[src/rtl/cpr_pkg.sv]
// ----------------------------------------------------------------------------
// cpr_pkg
// Shared constants, types and helpers for the palette RAM port.
// ----------------------------------------------------------------------------
package cpr_pkg;

  // Colors per palette unit (2 to 32)
  localparam int COLOR_ENTRIES = 32;
  localparam int ENTRY_W       = $clog2(COLOR_ENTRIES);
  localparam int ADDR_W        = ENTRY_W + 1;
  localparam int MEM_DEPTH     = 2 ** ADDR_W;

  localparam int COLOR_W = 15;
  localparam int POS_W   = 6;

  // Access kinds
  localparam logic FUNC_READ  = 1'b0;
  localparam logic FUNC_WRITE = 1'b1;

  // Register selects
  localparam logic [1:0] REG_BG_INDEX  = 2'd0;
  localparam logic [1:0] REG_BG_DATA   = 2'd1;
  localparam logic [1:0] REG_OBJ_INDEX = 2'd2;
  localparam logic [1:0] REG_OBJ_DATA  = 2'd3;

  typedef enum logic [1:0] {
    ST_IDLE,
    ST_MERGE,
    ST_LOAD
  } cpr_state_t;

  typedef logic [COLOR_W-1:0] color_t;

  // True when the entry named by a byte position exists
  function automatic logic entry_in_range(input logic [POS_W-1:0] pos);
    return {1'b0, pos[POS_W-1:1]} < 6'(COLOR_ENTRIES);
  endfunction

  // Memory address of a byte position within a unit
  function automatic logic [ADDR_W-1:0] mem_addr(input logic unit,
                                                 input logic [POS_W-1:0] pos);
    return {unit, pos[ENTRY_W:1]};
  endfunction

  // High byte has bit7 always zero
  function automatic logic [7:0] color_byte(input color_t c, input logic hi);
    return hi ? {1'b0, c[14:8]} : c[7:0];
  endfunction

  function automatic color_t color_merge(input color_t c, input logic hi,
                                         input logic [7:0] data);
    return hi ? {data[6:0], c[7:0]} : {c[14:8], data};
  endfunction

endpackage

[src/rtl/color_palette_ram_port.sv]
// ----------------------------------------------------------------------------
// color_palette_ram_port
// Background and object palette units with index, data latch and
// auto-increment, colors held in one synchronous RAM.
// ----------------------------------------------------------------------------
//  channel  | direction | handshake            | payload
//  req      | in        | req_valid/req_stall  | func, reg_select, write_data
//  rsp      | out       | rsp_valid/rsp_stall  | read_data
//
//  A read stays in ST_IDLE; an index write passes through ST_LOAD and a data
//  write through ST_MERGE, then ST_LOAD with auto-increment, waiting on the
//  RAM read for the merge and the latch reload; one item in flight at a time.
//  Reset clears both palettes at once through per-entry valid bits (an
//  entry not yet written reads as zero), plus indexes and latches.
//  The response is registered at accept; a stalled response blocks new items.
// ----------------------------------------------------------------------------
module color_palette_ram_port (
  input  logic       clk,
  input  logic       rst,
  input  logic       req_valid,
  output logic       req_stall,
  input  logic       func,
  input  logic [1:0] reg_select,
  input  logic [7:0] write_data,
  output logic       rsp_valid,
  input  logic       rsp_stall,
  output logic [7:0] read_data
);
  import cpr_pkg::*;

  cpr_state_t state, state_next;

  logic [7:0] bg_index, obj_index, bg_latch, obj_latch;

  // Context of the item in progress
  logic             op_unit;
  logic [POS_W-1:0] op_pos;
  logic [7:0]       op_data;
  logic             op_inc;

  // Color RAM
  color_t              mem [MEM_DEPTH];
  logic [MEM_DEPTH-1:0] entry_valid;
  color_t              rdata;
  logic                rd_ok;
  logic                rd_en, rd_range;
  logic [ADDR_W-1:0]   rd_addr;
  logic                wr_en;
  logic [ADDR_W-1:0]   wr_addr;
  color_t              wr_data;

  // Forward a color written in the same cycle as its reload
  logic   fwd_hit;
  color_t fwd_color;

  logic             take;
  logic             sel_unit, sel_data;
  logic [7:0]       cur_index, op_index;
  logic [POS_W-1:0] next_pos;
  color_t           cur_color;

  assign req_stall = (state != ST_IDLE) || (rsp_valid && rsp_stall);
  assign take      = req_valid && !req_stall;
  assign sel_unit  = reg_select[1];
  assign sel_data  = reg_select[0];
  assign cur_index = sel_unit ? obj_index : bg_index;
  assign op_index  = op_unit ? obj_index : bg_index;
  assign next_pos  = op_pos + POS_W'(1);
  assign cur_color = fwd_hit ? fwd_color : (rd_ok ? rdata : '0);

  always_comb begin
    state_next = state;
    rd_en      = 1'b0;
    rd_addr    = mem_addr(sel_unit, write_data[POS_W-1:0]);
    rd_range   = 1'b0;
    wr_en      = 1'b0;
    wr_addr    = mem_addr(op_unit, op_pos);
    wr_data    = color_merge(cur_color, op_pos[0], op_data);
    case (state)
      ST_IDLE: begin
        if (take && func == FUNC_WRITE) begin
          rd_en = 1'b1;
          if (sel_data) begin
            rd_addr    = mem_addr(sel_unit, cur_index[POS_W-1:0]);
            rd_range   = entry_in_range(cur_index[POS_W-1:0]);
            state_next = ST_MERGE;
          end else begin
            rd_range   = entry_in_range(write_data[POS_W-1:0]);
            state_next = ST_LOAD;
          end
        end
      end
      ST_MERGE: begin
        wr_en = entry_in_range(op_pos);
        if (op_inc) begin
          rd_en      = 1'b1;
          rd_addr    = mem_addr(op_unit, next_pos);
          rd_range   = entry_in_range(next_pos);
          state_next = ST_LOAD;
        end else begin
          state_next = ST_IDLE;
        end
      end
      ST_LOAD: state_next = ST_IDLE;
      default: state_next = ST_IDLE;
    endcase
  end

  always_ff @(posedge clk) begin
    if (rst) begin
      state <= ST_IDLE;
    end else begin
      state <= state_next;
    end
  end

  // RAM array, registered read
  always_ff @(posedge clk) begin
    if (wr_en) begin
      mem[wr_addr] <= wr_data;
    end
    if (rd_en) begin
      rdata <= mem[rd_addr];
    end
  end

  always_ff @(posedge clk) begin
    if (rst) begin
      entry_valid <= '0;
      rd_ok       <= 1'b0;
      fwd_hit     <= 1'b0;
    end else begin
      if (wr_en) begin
        entry_valid[wr_addr] <= 1'b1;
      end
      if (rd_en) begin
        rd_ok <= rd_range && entry_valid[rd_addr];
      end
      fwd_hit <= wr_en && rd_en && (next_pos[POS_W-1:1] == op_pos[POS_W-1:1]);
    end
  end

  always_ff @(posedge clk) begin
    fwd_color <= wr_data;
    if (take) begin
      op_unit <= sel_unit;
      op_data <= write_data;
      op_pos  <= sel_data ? cur_index[POS_W-1:0] : write_data[POS_W-1:0];
      op_inc  <= cur_index[7];
    end else if (state == ST_MERGE) begin
      op_pos <= next_pos;
    end
  end

  // Index and latch registers
  always_ff @(posedge clk) begin
    if (rst) begin
      bg_index  <= '0;
      obj_index <= '0;
      bg_latch  <= '0;
      obj_latch <= '0;
    end else begin
      if (take && func == FUNC_WRITE) begin
        case (reg_select)
          REG_BG_INDEX:  bg_index  <= write_data;
          REG_BG_DATA:   bg_latch  <= write_data;
          REG_OBJ_INDEX: obj_index <= write_data;
          REG_OBJ_DATA:  obj_latch <= write_data;
          default: ;
        endcase
      end
      // Advance the position, keep bit7, clear bit6
      if (state == ST_MERGE && op_inc) begin
        if (op_unit) begin
          obj_index <= {op_index[7], 1'b0, next_pos};
        end else begin
          bg_index <= {op_index[7], 1'b0, next_pos};
        end
      end
      if (state == ST_LOAD) begin
        if (op_unit) begin
          obj_latch <= color_byte(cur_color, op_pos[0]);
        end else begin
          bg_latch <= color_byte(cur_color, op_pos[0]);
        end
      end
    end
  end

  // Response register
  always_ff @(posedge clk) begin
    if (rst) begin
      rsp_valid <= 1'b0;
    end else if (take) begin
      rsp_valid <= 1'b1;
    end else if (!rsp_stall) begin
      rsp_valid <= 1'b0;
    end
  end

  always_ff @(posedge clk) begin
    if (take) begin
      if (func == FUNC_READ) begin
        case (reg_select)
          REG_BG_INDEX:  read_data <= bg_index;
          REG_BG_DATA:   read_data <= bg_latch;
          REG_OBJ_INDEX: read_data <= obj_index;
          REG_OBJ_DATA:  read_data <= obj_latch;
          default:       read_data <= '0;
        endcase
      end else begin
        read_data <= '0;
      end
    end
  end

  // Checks
  a_write_in_merge: assert property (@(posedge clk) disable iff (rst)
    wr_en |-> state == ST_MERGE)
    else $error("color RAM written outside merge");

  a_fwd_to_load: assert property (@(posedge clk) disable iff (rst)
    fwd_hit |-> state == ST_LOAD)
    else $error("forwarded color not consumed by reload");

  a_item_gives_rsp: assert property (@(posedge clk) disable iff (rst)
    take |=> rsp_valid)
    else $error("accepted item produced no response");

  a_latch_keeps_data: assert property (@(posedge clk) disable iff (rst)
    (take && func == FUNC_WRITE && reg_select == REG_BG_DATA && !bg_index[7])
      |=> bg_latch == $past(write_data))
    else $error("latch lost written byte");

  a_inc_clears_bit6: assert property (@(posedge clk) disable iff (rst)
    (state == ST_MERGE && op_inc && !op_unit) |=> !bg_index[6] && bg_index[7])
    else $error("auto-increment left index bit6 set");

endmodule
[config.mk]
export PLATFORM = sky130hd
export DESIGN_NAME = color_palette_ram_port
export DESIGN_NICKNAME = d
export VERILOG_FILES = /design/src/rtl/cpr_pkg.sv /design/src/rtl/color_palette_ram_port.sv
export SDC_FILE = /design/constraint.sdc
export NUM_CORES = 2
export LEC_CHECK = 0
export BUFFER_PORTS_ARGS = -buffer_cell sky130_fd_sc_hd__buf_2
export CELL_PAD_IN_SITES_DETAIL_PLACEMENT = 1
export CELL_PAD_IN_SITES_GLOBAL_PLACEMENT = 2
export CORE_MARGIN = 2
export CORE_UTILIZATION = 49
export DETAILED_ROUTE_END_ITERATION = 12
export GPL_ROUTABILITY_DRIVEN = 0
export MAX_ROUTING_LAYER = met4
export PLACE_DENSITY = 0.94
export SYNTH_ARGS = -nofsm -noshare
export SYNTH_HDL_FRONTEND = slang
export SYNTH_SLANG_ARGS = --single-unit
[constraint.sdc]
create_clock -name clk -period 8.21 [get_ports clk]
set_clock_uncertainty 0.15 [all_clocks]
set_input_delay 0.821 -clock clk [delete_from_list [all_inputs] [get_ports clk]]
set_output_delay 0.821 -clock clk [all_outputs]
set_load 0.01 [all_outputs]
==> results.yml <==
routing:
  num_vias: 29396
  drc: 0
  wl_per_cell_um: 30.6
  detail-route-antenna-nets: 0
  vias_per_cell: 6.41
  drtIter0Drc: 4046
  dr.pass1.iters: 6
  wirelength_mm: 140
setup_path:
  r2r_setup_slack_ps: 2800
  crit_required_ps: 8520
  critical_path.max_stage_delay_ps: 690
  cp.arrival_ps: 5720
  crit_chain: "and3b_1 -> a21oi_4 -> inv_2 -> o221ai_4 -> buf_4 -> nor2_4 -> buf_4 -> a22oi_1 -> nand4_1 -> nand4_1 -> a211o_1"
  reg2reg_depth: 11
  path_delay_family: "simple AND/OR/NAND/NOR gates"
  path_buf_inv: 3
  path_class: "flop to flop"
  timing.rr.end: "rdata[2]"
  crit_slowest_cell: "nor2_4"
  cp-end-kind: "flop"
  start_kind: "flop"
  r2r_start: "state[0]"
  worstPathMaxFanout: 43
timing:
  finalCritPeriodShare_pct: 65.9
  hold_viol_final: 0
  worstMarginPinSlew_ps: 1320
  grt_setup_unrepaired: "no"
  finalSetupViolCount: 0
  max_freq_mhz: 185
  finalSetupTns_ps: 0
  holdWs_ps: 252
  slew_viol_final: 0
  post-route-min-period_ps: 5410
  slew_headroom_pct: 10.3
floorplan:
  fp.dieW_um: 305
  die_area_um2: 92800
  io_pins: 25
  core_area_um2: 89900
  chipHeight_um: 305
  start_util_pct: 49.3
  rows: 110
run:
  drv_cap: 0
synthesis:
  synthesis.nets: 3295
  ys_seq_elements: 1115
  syn_area_um2: 44300
  async_flop_share_pct: 0
  syn_area_per_cell_um2: 13.5
  yosys_most_used_dff: "edfxtp_1"
  postSynthCellCount: 3279
  synth_edf_count: 999
  ys.warnings.count: 0
  yosysSeqAreaShare_pct: 72.9
  yosysUniqueCellTypes: 61
pwr:
  p_comb_share_pct: 10.0
  ir_worst_vdd_mv: 0.186
  p_switching_mw: 3.29
  p_per_area_nw_per_um2: 263
  clockPowerShare_pct: 41.0
  p_int_mw: 9.82
  p_leak_nw: 17.2
  p_sw_share_pct: 25.1
  p_seq_share_pct: 49.0
layout:
  multi_input_area_um2: 11200
  seqCellArea_um2: 32300
  drive_above_1_share_pct: 11.0
  final_cell_mix: "999 x edfxtp_1, 701 x nand2_1, 264 x nand3_1, 229 x nor2_1, 212 x mux2i_1"
  fin_util_pct: 55.5
  final_common_cell: "edfxtp_1"
  fin_nets: 3331
  areaGrowthSynthToFinish_pct: 12.5
  fillers: 8613
place:
  place_hpwl_mm: 80.4
  io_buffers: 24
worst_hold_path:
  hp-class: "primary input to flop"
  min_from: "write_data[7]"
  hold_end: "op_data[7]"
  holdPathStages: 1
grt:
  grt_max_degree: 163
  grt_pass1_vias: 30229
  antenna_found_initial: 1
  grt_pass1_wl_mm: 207
  grt_overflow: 0
  track_usage_pct: 31.0
clock_tree:
  hold_buffers: 0
  insertion_delay_ps: 720
  cts_tree: "built"
  clk_pin_slew_ps: 70
  cts_root_buf: "clkbuf_16"
  cts_buffer_depth: 3
  cts-buffers-inserted: 110
  h-tree-depth: 3
  clock-sinks: 1115
  cts.repair.resized: 0
  cts_setup_buffers: 0
run_status:
  status: "finished clean"
## registers in the layout (all words and copies together) (netlist names)
| register | count |
|---|---|
| state | 2 |
| mem | 960 |
| obj_latch | 8 |
| obj_index | 8 |
| rd_ok | 1 |
| fwd_hit | 1 |
| rdata | 15 |
| op_data | 8 |
| fwd_color | 15 |
| bg_latch | 8 |
| bg_index | 8 |
| op_inc | 1 |
| read_data | 8 |
| op_pos | 6 |
| rsp_valid | 1 |
| entry_valid | 64 |
| op_unit | 1 |
## layer usage
| layer | track usage (%) | part of all wire, % | vias to the layer above |
|---|---|---|---|
| li1 | - | - | 12278 |
| met1 | 40.6 | 39 | 15051 |
| met2 | 49.1 | 48 | 1740 |
| met3 | 4.27 | 9.1 | 327 |
| met4 | 12.6 | 4.3 | 0 |
| met5 | - | 0 | - |
## worst register-to-register path, delay by kind of cell (launching register included)
kind	cells	cell delay [ps]
flops	1	660
simple gates	4	1960
buf+inv	3	1440
compound gates	4	950
## cells in the mapped netlist (41+ instances only)
master	instances	share of area, %
a211oi_1	41	0.69
a21oi_1	68	0.77
a32oi_1	47	0.93
buf_2	64	0.72
clkbuf_1	103	0.87
dfxtp_1	116	5.2
edfxtp_1	999	68
mux2i_1	219	4.9
nand2_1	701	5.9
nand3_1	265	3.0
nand4_1	96	1.4
nor2_1	235	2.0
## through the flow
step / setup WS (ps) / std cells / area, µm² / total power, mW
global route: 2730 / 4584 / 49800 / 13.4
detailed placement: 2760 / 4379 / 46000 / 7.80
floorplan: 4250 / 3279 / 44300 / 7.28
global placement: 2870 / 4379 / 46000 / 7.75
finish: 2800 / 4584 / 49800 / 13.1
CTS: 3020 / 4583 / 49800 / 13.1
## power groups by stage
stage / Combinational [mW] / Sequential (mW) / Clock [mW]
floorplan: 0.750 / 6.53 / 0
global placement: 1.22 / 6.53 / 0
detailed placement: 1.27 / 6.54 / 0
CTS: 1.29 / 6.41 / 5.40
global route: 1.37 / 6.42 / 5.59
finish: 1.32 / 6.42 / 5.38
## logic make-up (layout without fill, tap and decap cells)
group | after synthesis | count (layout) | share of synthesized area, %
other | 0 | 1 | 0
and+or+nand+nor | 1347 | 1347 | 13.0
AOI/OAI and AO/OA | 358 | 358 | 6.15
DFF | 1115 | 1115 | 72.9
muxes | 231 | 231 | 5.28
adders and majority gates | 1 | 1 | 0.0282
buffers and inverters | 223 | 351 | 2.50
xor gates and xnor gates | 4 | 4 | 0.0791
## area by class of cell
cell class              instances  share of cell area, %
clock buffers                 123                   5.66
clock inverters                81                   2.00
multi-input cells            1941                   22.4
diodes                          1                0.00502
well taps                    1176                   2.95
inverters                      14                  0.105
repair buffers                133                   1.99
flip-flops and latches       1115                   64.9
## worst max-delay path by stage
stage / from / endpoint / slack, ps / cells past startpoint
after global routing: op_pos[0] / rdata[4] / 2730 / 10
final: state[0] / rdata[2] / 2800 / 11
after CTS: op_pos[0] / rdata[2] / 3020 / 9
after global placement: reg_select[1] / rdata[2] / 2870 / 9
after floorplan: op_pos[0] / mem[0][12] / 4250 / 4
after detailed placement: reg_select[1] / rdata[2] / 2760 / 9
(Power assumes the default switching activity.)
